[src/hw/rtl/b1553_pkg.sv]
// Package for the 1553 word transmitter: request opcode and sequencer state types and the
// half-bit position constants of the lead-in and word frame. No dependencies.
package b1553_pkg;

    // Request opcodes
    typedef enum logic [1:0] {
        OP_TICK  = 2'd0,
        OP_LOAD  = 2'd1,
        OP_ABORT = 2'd2,
        OP_NONE  = 2'd3
    } opcode_t;

    // Sequencer state
    typedef enum logic [1:0] {
        ST_IDLE = 2'd0,
        ST_LEAD = 2'd1,
        ST_WORD = 2'd2
    } send_state_t;

    localparam int PHASE_W = 6;
    localparam int WORD_W  = 16;

    // Half-bit positions: lead-in 0..1, word 0..39
    localparam logic [PHASE_W-1:0] LEAD_LAST    = 6'd1;
    localparam logic [PHASE_W-1:0] SYNC_SWAP    = 6'd3;
    localparam logic [PHASE_W-1:0] SYNC_END     = 6'd6;
    localparam logic [PHASE_W-1:0] PARITY_START = 6'd38;
    localparam logic [PHASE_W-1:0] WORD_LAST    = 6'd39;

endpackage

[src/hw/rtl/bus_1553_word_transmitter_top.sv]
// Top level of the 1553 Manchester II word transmitter: sequencer state,
// request decode and result register. Depends on b1553_pkg.
//
// The block takes one request (tick, load, abort or none) per clock and gives one
// result per request, in the cycle after acceptance, from a single result
// register. A tick drives the levels of the current half-bit, then advances
// one half-bit; load, abort and none report the levels the next tick will drive.
// All decoding is done in one pass between the sequencer registers and the
// result register, so requests flow back to back; the input stalls only
// while a result waits under a stalled output.
module bus_1553_word_transmitter_top (
    input  logic        clk,
    input  logic        rst_n,
    input  logic        in_valid,
    output logic        in_stall,
    input  logic [1:0]  opcode,
    input  logic [15:0] data_word,
    input  logic        sync_kind,
    output logic        out_valid,
    input  logic        out_stall,
    output logic        pos_drive,
    output logic        neg_drive,
    output logic        busy_res,
    output logic        word_end
);

    b1553_pkg::send_state_t             sending_reg, sending_next;
    logic [b1553_pkg::PHASE_W-1:0]      phase_reg, phase_next;
    logic [b1553_pkg::WORD_W-1:0]       shift_reg, shift_next;
    logic                               parity_reg, parity_next;
    logic                               kind_reg, kind_next;
    logic [b1553_pkg::WORD_W-1:0]       pend_word_reg, pend_word_next;
    logic                               pend_kind_reg, pend_kind_next;
    logic                               pend_valid_reg, pend_valid_next;

    logic out_valid_reg, out_valid_next;
    logic pos_reg, pos_next;
    logic neg_reg, neg_next;
    logic busy_reg, busy_next;
    logic end_reg, end_next;

    logic in_accept;
    logic out_accept;
    logic word_done;

    // Levels seen by the result: current state on tick, updated state otherwise
    b1553_pkg::send_state_t             view_state;
    logic [b1553_pkg::PHASE_W-1:0]      view_phase;
    logic                               view_msb;
    logic                               view_parity;
    logic                               view_kind;
    logic                               level;

    assign out_accept = out_valid_reg && !out_stall;
    assign in_stall   = out_valid_reg && out_stall;
    assign in_accept  = in_valid && !in_stall;

    // Next sequencer state
    always_comb
    begin
        sending_next    = sending_reg;
        phase_next      = phase_reg;
        shift_next      = shift_reg;
        parity_next     = parity_reg;
        kind_next       = kind_reg;
        pend_word_next  = pend_word_reg;
        pend_kind_next  = pend_kind_reg;
        pend_valid_next = pend_valid_reg;
        word_done       = 1'b0;
        if (in_accept)
        begin
            case (b1553_pkg::opcode_t'(opcode))
                b1553_pkg::OP_TICK:
                begin
                    if (sending_reg == b1553_pkg::ST_LEAD)
                    begin
                        if (phase_reg >= b1553_pkg::LEAD_LAST)
                        begin
                            sending_next = b1553_pkg::ST_WORD;
                            phase_next   = '0;
                            parity_next  = 1'b0;
                        end
                        else
                        begin
                            phase_next = phase_reg + 1'b1;
                        end
                    end
                    else if (sending_reg == b1553_pkg::ST_WORD)
                    begin
                        if (phase_reg >= b1553_pkg::WORD_LAST)
                        begin
                            word_done   = 1'b1;
                            phase_next  = '0;
                            parity_next = 1'b0;
                            if (pend_valid_reg)
                            begin
                                // Chain the waiting word with no gap
                                pend_valid_next = 1'b0;
                                shift_next      = pend_word_reg;
                                kind_next       = pend_kind_reg;
                            end
                            else
                            begin
                                sending_next = b1553_pkg::ST_IDLE;
                            end
                        end
                        else
                        begin
                            // Shift out a data bit after its second half
                            if (phase_reg >= b1553_pkg::SYNC_END
                                && phase_reg < b1553_pkg::PARITY_START
                                && phase_reg[0])
                            begin
                                parity_next = parity_reg ^ shift_reg[b1553_pkg::WORD_W-1];
                                shift_next  = {shift_reg[b1553_pkg::WORD_W-2:0], 1'b0};
                            end
                            phase_next = phase_reg + 1'b1;
                        end
                    end
                end
                b1553_pkg::OP_LOAD:
                begin
                    if (sending_reg == b1553_pkg::ST_IDLE)
                    begin
                        sending_next    = b1553_pkg::ST_LEAD;
                        phase_next      = '0;
                        shift_next      = data_word;
                        kind_next       = sync_kind;
                        parity_next     = 1'b0;
                        pend_valid_next = 1'b0;
                    end
                    else
                    begin
                        pend_word_next  = data_word;
                        pend_kind_next  = sync_kind;
                        pend_valid_next = 1'b1;
                    end
                end
                b1553_pkg::OP_ABORT:
                begin
                    sending_next    = b1553_pkg::ST_IDLE;
                    phase_next      = '0;
                    parity_next     = 1'b0;
                    pend_valid_next = 1'b0;
                end
                default:
                begin
                    sending_next = sending_reg;
                end
            endcase
        end
    end

    // Result levels
    always_comb
    begin
        if (b1553_pkg::opcode_t'(opcode) == b1553_pkg::OP_TICK)
        begin
            view_state  = sending_reg;
            view_phase  = phase_reg;
            view_msb    = shift_reg[b1553_pkg::WORD_W-1];
            view_parity = parity_reg;
            view_kind   = kind_reg;
        end
        else
        begin
            view_state  = sending_next;
            view_phase  = phase_next;
            view_msb    = shift_next[b1553_pkg::WORD_W-1];
            view_parity = parity_next;
            view_kind   = kind_next;
        end

        if (view_phase < b1553_pkg::SYNC_END)
        begin
            // Sync: three half-bits one way, three the other
            level = (view_phase < b1553_pkg::SYNC_SWAP) ~^ view_kind;
        end
        else if (view_phase < b1553_pkg::PARITY_START)
        begin
            level = view_msb ^ view_phase[0];
        end
        else
        begin
            // Odd parity bit, Manchester coded
            level = ~view_parity ^ (view_phase != b1553_pkg::PARITY_START);
        end

        out_valid_next = out_valid_reg;
        pos_next       = pos_reg;
        neg_next       = neg_reg;
        busy_next      = busy_reg;
        end_next       = end_reg;
        if (in_accept)
        begin
            out_valid_next = 1'b1;
            pos_next       = (view_state == b1553_pkg::ST_WORD) && level;
            neg_next       = (view_state == b1553_pkg::ST_WORD) && !level;
            busy_next      = (view_state != b1553_pkg::ST_IDLE);
            end_next       = word_done;
        end
        else if (out_accept)
        begin
            out_valid_next = 1'b0;
        end
    end

    // Hold control state
    always_ff @(posedge clk or negedge rst_n)
    begin
        if (!rst_n)
        begin
            sending_reg    <= b1553_pkg::ST_IDLE;
            phase_reg      <= '0;
            shift_reg      <= '0;
            parity_reg     <= 1'b0;
            kind_reg       <= 1'b0;
            pend_word_reg  <= '0;
            pend_kind_reg  <= 1'b0;
            pend_valid_reg <= 1'b0;
            out_valid_reg  <= 1'b0;
        end
        else
        begin
            sending_reg    <= sending_next;
            phase_reg      <= phase_next;
            shift_reg      <= shift_next;
            parity_reg     <= parity_next;
            kind_reg       <= kind_next;
            pend_word_reg  <= pend_word_next;
            pend_kind_reg  <= pend_kind_next;
            pend_valid_reg <= pend_valid_next;
            out_valid_reg  <= out_valid_next;
        end
    end

    // Result payload
    always_ff @(posedge clk)
    begin
        pos_reg  <= pos_next;
        neg_reg  <= neg_next;
        busy_reg <= busy_next;
        end_reg  <= end_next;
    end

    assign out_valid = out_valid_reg;
    assign pos_drive = pos_reg;
    assign neg_drive = neg_reg;
    assign busy_res  = busy_reg;
    assign word_end  = end_reg;

    // Pins stay low whenever nothing is being sent
    a_idle_low: assert property (@(posedge clk) disable iff (!rst_n)
        (out_valid_reg && !busy_reg) |-> (!pos_reg && !neg_reg))
        else $error("pins driven while not busy");

    // A word can only end while it is being sent
    a_end_busy: assert property (@(posedge clk) disable iff (!rst_n)
        (out_valid_reg && end_reg) |-> busy_reg)
        else $error("word end outside a word");

    // Phase stays inside its frame
    a_word_phase: assert property (@(posedge clk) disable iff (!rst_n)
        (sending_reg == b1553_pkg::ST_WORD) |-> (phase_reg <= b1553_pkg::WORD_LAST))
        else $error("word phase out of range");

    a_lead_phase: assert property (@(posedge clk) disable iff (!rst_n)
        (sending_reg == b1553_pkg::ST_LEAD) |-> (phase_reg <= b1553_pkg::LEAD_LAST))
        else $error("lead-in phase out of range");

    // A chained word only waits behind an active transmission
    a_pend_active: assert property (@(posedge clk) disable iff (!rst_n)
        pend_valid_reg |-> (sending_reg != b1553_pkg::ST_IDLE))
        else $error("chained word held while idle");

endmodule
[config.mk]
export PLATFORM = sky130hd
export DESIGN_NAME = bus_1553_word_transmitter_top
export DESIGN_NICKNAME = d
export VERILOG_FILES = /design/src/hw/rtl/b1553_pkg.sv /design/src/hw/rtl/bus_1553_word_transmitter_top.sv
export SDC_FILE = /design/constraint.sdc
export NUM_CORES = 1
export LEC_CHECK = 0
export BUFFER_PORTS_ARGS = -buffer_cell sky130_fd_sc_hd__buf_2
export CORE_MARGIN = 2
export CORE_UTILIZATION = 45
export CTS_CLUSTER_SIZE = 40
export DETAILED_ROUTE_END_ITERATION = 12
export RECOVER_POWER = 50
export SYNTH_ARGS = -nofsm -noshare
export SYNTH_HDL_FRONTEND = slang
export SYNTH_SLANG_ARGS = --single-unit
[constraint.sdc]
create_clock -name clk -period 2.3 [get_ports clk]
set_clock_uncertainty 0.05 [all_clocks]
set_input_delay 0.46 -clock clk [delete_from_list [all_inputs] [get_ports clk]]
set_output_delay 0.46 -clock clk [all_outputs]
set_load 0.005 [all_outputs]
==> out/metrics.cfg, run 1 <==
[run_status]
status = completed

[floorplanning]
die_area_mm2 = 0.006984
core_region_area_mm2 = 0.006026
die_w_um = 83.57
rows = 28
die_y_um = 83.57
io_pins = 29
floorplan.initialDensity_pct = 47.28

[synthesis]
syn_area_per_cell_um2 = 10.40
yosys_warnings = 0
async_flop_share_pct = 91.84
synth_area_leader_cell = dfrtp_1
synth_cells = 274
syn_nets = 301
yosysTopAreaCellShare_pct = 39.53
synth_cell_types = 61
synth-edff-count = 4
ys_seq_area_share_pct = 43.74
synthFlopType = dfrtp_1
ys_seq_elements = 49
netlist_area_mm2 = 0.002849
synth_area_leaders = dfrtp_1, mux2_2, a222oi_1

[sta]
grt_setup_unrepaired = false
slew_violations = 0
fmaxAchievable_ghz = 0.4714
min_period_ns = 2.121
setup_viol = 0
setup_tns_ns = 0
relSlewSlack_pct = 25.16
fin_crit_sh_pct = 92.23
hold_viol = 0
worstMarginPinSlew_ns = 1.123

[cts]
clk_pin_slew_ns = 0.09
cts_max_level = 2
cts_tree = yes
postCtsSetupRepairBufs = 0
clock_sinks = 49
cts_resized = 0
clk_latency_ns = 0.30
ctsHoldBuffers = 0
clk_path_buf_depth = 2
cts_root_buf = clkbuf_8
numCtsBuffers = 5

[critical_path]
crit_required_ns = 2.44
crit_path_end_kind = flip-flop
path_max_fanout = 15
reg2reg_from = phase_reg[1]$_DFF_PN0_
crit_type = flip-flop to flip-flop
setup.worst_path.start_class = flip-flop
cp.arrival_ns = 2.26
critPathLaunch = phase_reg[1]$_DFF_PN0_

[global_routing]
grt_pass1_vias = 2198
track_usage_pct = 18.11
grt_overflow_total = 0
antenna_found_initial = 0
grt_pass1_wl_mm = 10.47
grt_max_degree = 46

[layout]
regArea_mm2 = 0.001246
layout-drive-gt1-share_pct = 27.56
instances_no_fill = 387
area_growth_pct = 14.84
nets = 338
final_util_pct = 54.30
multi_input_area_mm2 = 0.001406
n_antenna_cell = 0
n_fill_cell = 558

[place]
gp_congestion = 0.8496
hpwl_mm = 4.329
dp_cells = 379
port_buffers = 28

[routing]
drt_iter0_markers = 207
wl_mm = 6.109
first_pass_iters = 5
drcViolationCount = 0
routedWlPerCell_um = 15.79
viasPerCell = 5.829
dr_total_vias = 2256
ant_nets = 0

[min_path]
hp-class = primary input to flip-flop
hp-start = in_valid

[job]
maxCapViolCount = 0

[pwr]
leakage_nw = 1.516
cellPowerDensity_mw_per_mm2 = 889.7
worst_ir_drop_vdd_mv = 0.4247

per-layer routing:
layer  global-route usage, %  share of wire, %  vias up
li1                        -                 -     1095
met1                   24.20                47     1101
met2                   30.33                48       54
met3                   3.165               4.4        6
met4                   4.985               1.1        0
met5                       0                 0        -
final timing paths:
check | end | slack [ns] | cells past startpoint
worst max-delay path | shift_reg[0]$_DFFE_PN0P_ | 0.18 | 7
min in group asynchronous | out_valid$_DFFE_PN0P_ | 0.38 | 2
worst min-delay path | out_valid$_DFFE_PN0P_ | 0.30 | 2
worst min register to register | pend_word_reg[15]$_DFFE_PN0P_ | 0.46 | 1
max in group asynchronous | shift_reg[10]$_DFFE_PN0P_ | 1.12 | 2
worst max register to register | shift_reg[0]$_DFFE_PN0P_ | 0.18 | 7
worst max-delay path, cell delays in order (launching register included):
cell,delay (ns)
dfrtp_1,0.47
ha_1,0.23
a211o_1,0.32
nand2_1,0.22
nor3_2,0.07
buf_4,0.19
a22o_1,0.19
mux2_2,0.26
synth_stat cells, types with 2 or more instances:
master	instances
o21a_1	2
inv_1	24
nand3_1	11
a31oi_1	2
a21oi_1	11
buf_4	3
ha_1	4
and2_1	3
or3_1	2
mux2i_1	14
buf_6	3
or2_2	2
a222oi_1	14
dfrtp_1	45
o21ai_0	12
o211a_1	2
o211ai_1	2
mux2_1	2
mux2_2	17
nor2b_1	3
edfxtp_1	4
nor3_1	6
nand4_1	3
o2111ai_1	3
nand2_1	21
o22a_1	3
nor2_1	7
clkbuf_1	4
nor3_4	2
o22ai_1	2
buf_2	8
and3_1	2
a21o_1	3
logic make-up (layout without fill, tap and decap cells):
logic type,count (synthesis),after routing,synth area share (%)
fa+ha+maj,4,4,1.757
flops,49,49,43.74
compound gates,70,70,19.50
buf+inv,43,81,7.202
mux,33,33,12.43
simple gates,73,73,14.76
xor+xnor,2,2,0.6150
final cells by class:
cell class	count	area share (%)
Clock buffer	6	2.868
Multi-Input combinational cell	182	42.98
Sequential cell	49	38.09
Clock inverter	2	1.071
Tap cell	75	2.868
Timing Repair Buffer	49	9.369
Inverter	24	2.753
metrics by stage:
| stage | hold slack (ns) | setup WS [ns] | power (mW) | cell area, um2 |
|---|---|---|---|---|
| 6_report | 0.3036 | 0.1786 | 2.911 | 3272 |
| 5_1_grt | 0.3066 | 0.03997 | 3.121 | 3272 |
| 4_1_cts | 0.07558 | 0.1869 | 2.946 | 3288 |
| 3_5_place_dp | 0.4120 | 0.1521 | 2.248 | 3159 |
| 3_3_place_gp | 0.4136 | 0.1875 | 2.230 | 3159 |
| 2_1_floorplan | 0.1144 | 0.2450 | 1.963 | 2849 |
layout by cell type, fill, tap and decap left out, types with 3 or more instances in the layout:
cell type  count
edfxtp_1       4
o2111ai_1      3
mux2i_1       14
buf_4         19
a21oi_1       11
inv_1         24
clkbuf_8       5
nor3_1         6
mux2_2        17
a222oi_1      14
dfrtp_1       45
o21ai_0       12
o22a_1         3
nor2_1         7
buf_2         27
nand4_1        3
ha_1           4
nand3_1       11
nand2_1       21
a21o_1         3
nor2b_1        3
where the power goes:
group          total (mW)  switching, mW  internal [mW]
Clock               0.684          0.296          0.388
Sequential           1.37          0.198           1.17
Combinational       0.858          0.445          0.413
Total                2.91          0.939           1.97
No activity file was read; power rests on OpenSTA's default activity.
==> run 2, diff against run 1 <==
Settings changed: RECOVER_POWER 50 to unset.
==> out/metrics.cfg, run 2 (synthesized netlist as in run 1, its figures left out) <==
[place]
gp_congestion = 0.8496
port_buffers = 28
pre_cts_ws_ns = 0.1521
hpwl_mm = 4.329

[floorplanning]
floorplan.initialDensity_pct = 47.28
core_region_area_mm2 = 0.006026
die_area_mm2 = 0.006984
die_w_um = 83.57
io_pins = 29
die_y_um = 83.57
rows = 28

[layout]
regArea_mm2 = 0.001246
layout_commonest_cell = dfrtp_1
n_antenna_cell = 0
nets = 338
layout-drive-gt1-share_pct = 28.21
final_cell_mix = dfrtp_1, buf_2, inv_1, nand2_1, buf_4
multi_input_area_mm2 = 0.001406
area_growth_pct = 15.41
n_fill_cell = 556

[cts]
ctsHoldBuffers = 0
clock_sinks = 49
clk_pin_slew_ns = 0.09
cts_tree = yes
numCtsBuffers = 5
cts_root_buf = clkbuf_8
clk_path_buf_depth = 2
cts_max_level = 2
cts_resized = 0
postCtsSetupRepairBufs = 0
clk_latency_ns = 0.30

[critical_path]
setup.worst_path.start_class = flip-flop
crit_type = flip-flop to flip-flop
ff2ff_setup_slack_ns = 0.18
path_cells = ha_1, a211o_1, nand2_1, nor3_2, buf_4, a22o_1, mux2_2
critPathMaxStageDelay_ns = 0.47
path_max_fanout = 15
crit_path_end_kind = flip-flop
crit_required_ns = 2.44
cpMaxStageDelayCell = dfrtp_1
cp.arrival_ns = 2.25

[routing]
first_pass_iters = 5
dr_total_vias = 2245
ant_nets = 0
drcViolationCount = 0
viasPerCell = 5.801
routedWlPerCell_um = 15.67
drt_iter0_markers = 244
wl_mm = 6.064

[sta]
grt_setup_unrepaired = false
setup_viol = 0
fmaxAchievable_ghz = 0.4721
hold_viol = 0
slew_violations = 0
worstMarginPinSlew_ns = 0.3831
postLayoutSetupSlackWorst_ns = 0.1819
setup_tns_ns = 0
fin_crit_sh_pct = 92.09
relSlewSlack_pct = 74.46
min_period_ns = 2.118

[pwr]
cellPowerDensity_mw_per_mm2 = 887.1
leakage_nw = 1.523
worst_ir_drop_vdd_mv = 0.4264

[job]
maxCapViolCount = 0

[global_routing]
grt_pass1_wl_mm = 10.47
track_usage_pct = 18.11
grt_max_degree = 46
grt_pass1_vias = 2198
grt_overflow_total = 0
antenna_found_initial = 0

[run_status]
status = completed

[min_path]
hp-class = primary input to async pin

==> run 2: metrics by stage <==
stage	power (mW)	utilization (%)	cells	cell area (um2)	hold WS, ns
finish	2.917	54.57	387	3288	0.05592
global placement	2.230	52.43	379	3159	0.4136
global route	3.125	54.57	387	3288	0.08263
CTS	2.946	54.57	387	3288	0.07558
floorplan	1.963	-	274	2849	0.1144
detailed placement	2.248	52.43	379	3159	0.4120
==> run 2: metal layers <==
metal	track usage [%]	vias to the layer above	wire length, um
li1	-	1094	-
met1	24.20	1091	2819
met4	4.985	0	66
met2	30.33	54	2900
met5	0	-	0
met3	3.165	6	277
==> run 2: area by class of cell <==
| class | instances | area share [%] |
|---|---|---|
| repair buffers | 49 | 9.817 |
| well taps | 75 | 2.854 |
| flip-flops and latches | 49 | 37.90 |
| multi-input cells | 182 | 42.77 |
| clock inverters | 2 | 1.065 |
| inverters | 24 | 2.740 |
| clock buffers | 6 | 2.854 |
==> run 2: final timing paths <==
path                                          startpoint                            end  cells past startpoint
setup reg to reg                  phase_reg[1]$_DFF_PN0_       shift_reg[0]$_DFFE_PN0P_                      7
setup / recovery                  phase_reg[1]$_DFF_PN0_       shift_reg[0]$_DFFE_PN0P_                      7
max in group asynchronous                          rst_n      shift_reg[12]$_DFFE_PN0P_                      2
hold reg to reg            pend_word_reg[15]$_DFFE_PN0P_  pend_word_reg[15]$_DFFE_PN0P_                      1
hold / removal                                     rst_n          out_valid$_DFFE_PN0P_                      2
min in group clk                                in_valid          out_valid$_DFFE_PN0P_                      2
==> run 2: power by group <==
part           switching, mW  internal, mW  leakage (nW)
sequential             0.199          1.17         0.598
clock                  0.299         0.389        0.0663
combinational          0.443         0.417         0.859
total                  0.941          1.98          1.52
==> run 2: worst max-delay path: cells and delay by family (launching register included) <==
family / cells / cell delay, ns
AO/OA/AOI/OAI: 2 / 0.51
flip-flops: 1 / 0.47
AND/OR/NAND/NOR: 2 / 0.30
multiplexers: 1 / 0.26
adder cells (fa/ha/maj): 1 / 0.23
buffers and inverters: 1 / 0.19
==> run 3, diff against run 2 <==
--- a/config.mk
+++ b/config.mk
@@ -11,4 +11,5 @@
 export CTS_CLUSTER_SIZE = 40
 export DETAILED_ROUTE_END_ITERATION = 12
+export RECOVER_POWER = 25
 export SYNTH_ARGS = -nofsm -noshare
 export SYNTH_HDL_FRONTEND = slang
==> constraint.sdc (replaced) <==
create_clock -name clk -period 2.3 [get_ports clk]
set_clock_uncertainty 0.05 [all_clocks]
set_input_delay 0.115 -clock clk [delete_from_list [all_inputs] [get_ports clk]]
set_output_delay 0.115 -clock clk [all_outputs]
set_load 0.005 [all_outputs]
==> out/metrics.cfg, run 3 (synthesized netlist as in run 1, its figures left out) <==
[critical_path]
critPathLaunch = sending_reg[0]$_DFF_PN0_
path_max_fanout = 6
crit_required_ns = 2.32
reg2reg_from = sending_reg[0]$_DFF_PN0_
ff2ff_setup_slack_ns = 0.16
crit_path_end_kind = flip-flop
setup.worst_path.start_class = flip-flop
crit_type = flip-flop to flip-flop
cp.arrival_ns = 2.16

[sta]
worstMarginPinSlew_ns = 1.121
min_period_ns = 2.143
postLayoutSetupSlackWorst_ns = 0.1566
slew_violations = 0
setup_viol = 0
grt_setup_unrepaired = false
fin_crit_sh_pct = 93.19
setup_tns_ns = 0
hold_viol = 0
fmaxAchievable_ghz = 0.4666
relSlewSlack_pct = 25.28

[layout]
regArea_mm2 = 0.001246
final_cell_mix = dfrtp_1, buf_2, inv_1, nand2_1, mux2_2
nets = 345
layout_commonest_cell = dfrtp_1
multi_input_area_mm2 = 0.001413
fin_area_mm2 = 0.003329
n_antenna_cell = 0
instances_no_fill = 394
area_growth_pct = 16.86
layout-drive-gt1-share_pct = 26.02
final_util_pct = 55.25
n_fill_cell = 538

[cts]
cts_tree = yes
clock_sinks = 49
postCtsSetupRepairBufs = 0
cts_max_level = 2
clk_path_buf_depth = 2
cts_root_buf = clkbuf_8
numCtsBuffers = 5
clk_latency_ns = 0.31
clk_pin_slew_ns = 0.09

[floorplanning]
core_region_area_mm2 = 0.006026
io_pins = 29
rows = 28
die_w_um = 83.57
floorplan.initialDensity_pct = 47.28
die_y_um = 83.57
die_area_mm2 = 0.006984

[global_routing]
grt_pass1_vias = 2292
antenna_found_initial = 0
track_usage_pct = 18.93
grt_max_degree = 46
grt_pass1_wl_mm = 10.75
grt_overflow_total = 0

[routing]
wl_mm = 6.263
viasPerCell = 5.825
ant_nets = 0
drt_iter0_markers = 179
routedWlPerCell_um = 15.90
dr_total_vias = 2295
first_pass_iters = 7
drcViolationCount = 0

[place]
dp_cells = 375
hpwl_mm = 4.296
port_buffers = 28
gp_congestion = 0.8519
pre_cts_ws_ns = 0.04558
post_dp_cell_area_mm2 = 0.003142

[job]
maxCapViolCount = 0

[min_path]
hp-start = data_word[2]
hp-class = primary input to flip-flop

[pwr]
cellPowerDensity_mw_per_mm2 = 827.2
worst_ir_drop_vdd_mv = 0.5993
leakage_nw = 1.531

[run_status]
status = completed

==> run 3: cell count changes in the layout (fill, tap and decap cells not counted) <==
| cell | previous run | this run |
|---|---|---|
| clkbuf_1 | 0 | 1 |
| clkinv_2 | 1 | 0 |
| nor3_4 | 2 | 3 |
| dlygate4sd3_1 | 0 | 11 |
| clkbuf_16 | 1 | 0 |
| inv_4 | 0 | 1 |
| clkinvlp_4 | 0 | 1 |
| clkbuf_2 | 0 | 1 |
| buf_4 | 19 | 14 |
| nor3_2 | 1 | 0 |
| bufinv_16 | 1 | 0 |
==> run 3: critical path, stage by stage, from the launching register on <==
cell and delay [ns]:
dfrtp_1 0.51, or4b_1 0.59, o21ai_0 0.22, a21oi_1 0.10, o22a_1 0.18, o2111a_1 0.25
==> run 3: through the flow <==
stage | power (mW) | hold slack (ns)
floorplan | 1.963 | -0.2306
detailed placement | 2.249 | 0.06594
global placement | 2.223 | 0.06516
CTS | 2.777 | 0.002923
finish | 2.754 | 0.009592
global route | 2.969 | 0.002225
==> run 3: path summary, 6_finish.rpt <==
check                                          endpoint  depth (start not counted)
setup / recovery                    pos_drive$_DFFE_PP_                          5
hold / removal             pend_word_reg[2]$_DFFE_PN0P_                          2
setup reg to reg                    pos_drive$_DFFE_PP_                          5
hold reg to reg            pend_word_reg[0]$_DFFE_PN0P_                          1
max in group asynchronous       shift_reg[15]$_DFF_PN0_                          3
min in group asynchronous         out_valid$_DFFE_PN0P_                          3
==> run 3: per-layer routing <==
layer	track usage (%)	vias up	wire length, um
met5	0	-	0
met4	6.158	0	101
met3	3.462	7	243
met2	32.29	53	3098
met1	24.25	1125	2819
li1	-	1110	-
==> run 3: final cells by class <==
class | count | share of cell area (%)
clock buffers | 6 | 2.180
clock inverters | 2 | 0.4134
inverters | 24 | 2.706
multi-input cells | 182 | 42.43
flip-flops and latches | 49 | 37.43
well taps | 75 | 2.818
repair buffers | 56 | 12.03
==> run 3: where the power goes <==
group	internal, mW	switching, mW	total [mW]
clock	0.216	0.297	0.513
combinational	0.424	0.441	0.865
sequential	1.17	0.206	1.38
total	1.81	0.944	2.75
==> run 3: what timing repair did <==
item	CTS	global route
gates resized for setup	0	1
endpoints found under the setup margin	0	15
endpoints found under the hold margin	55	0
hold buffers	11	0
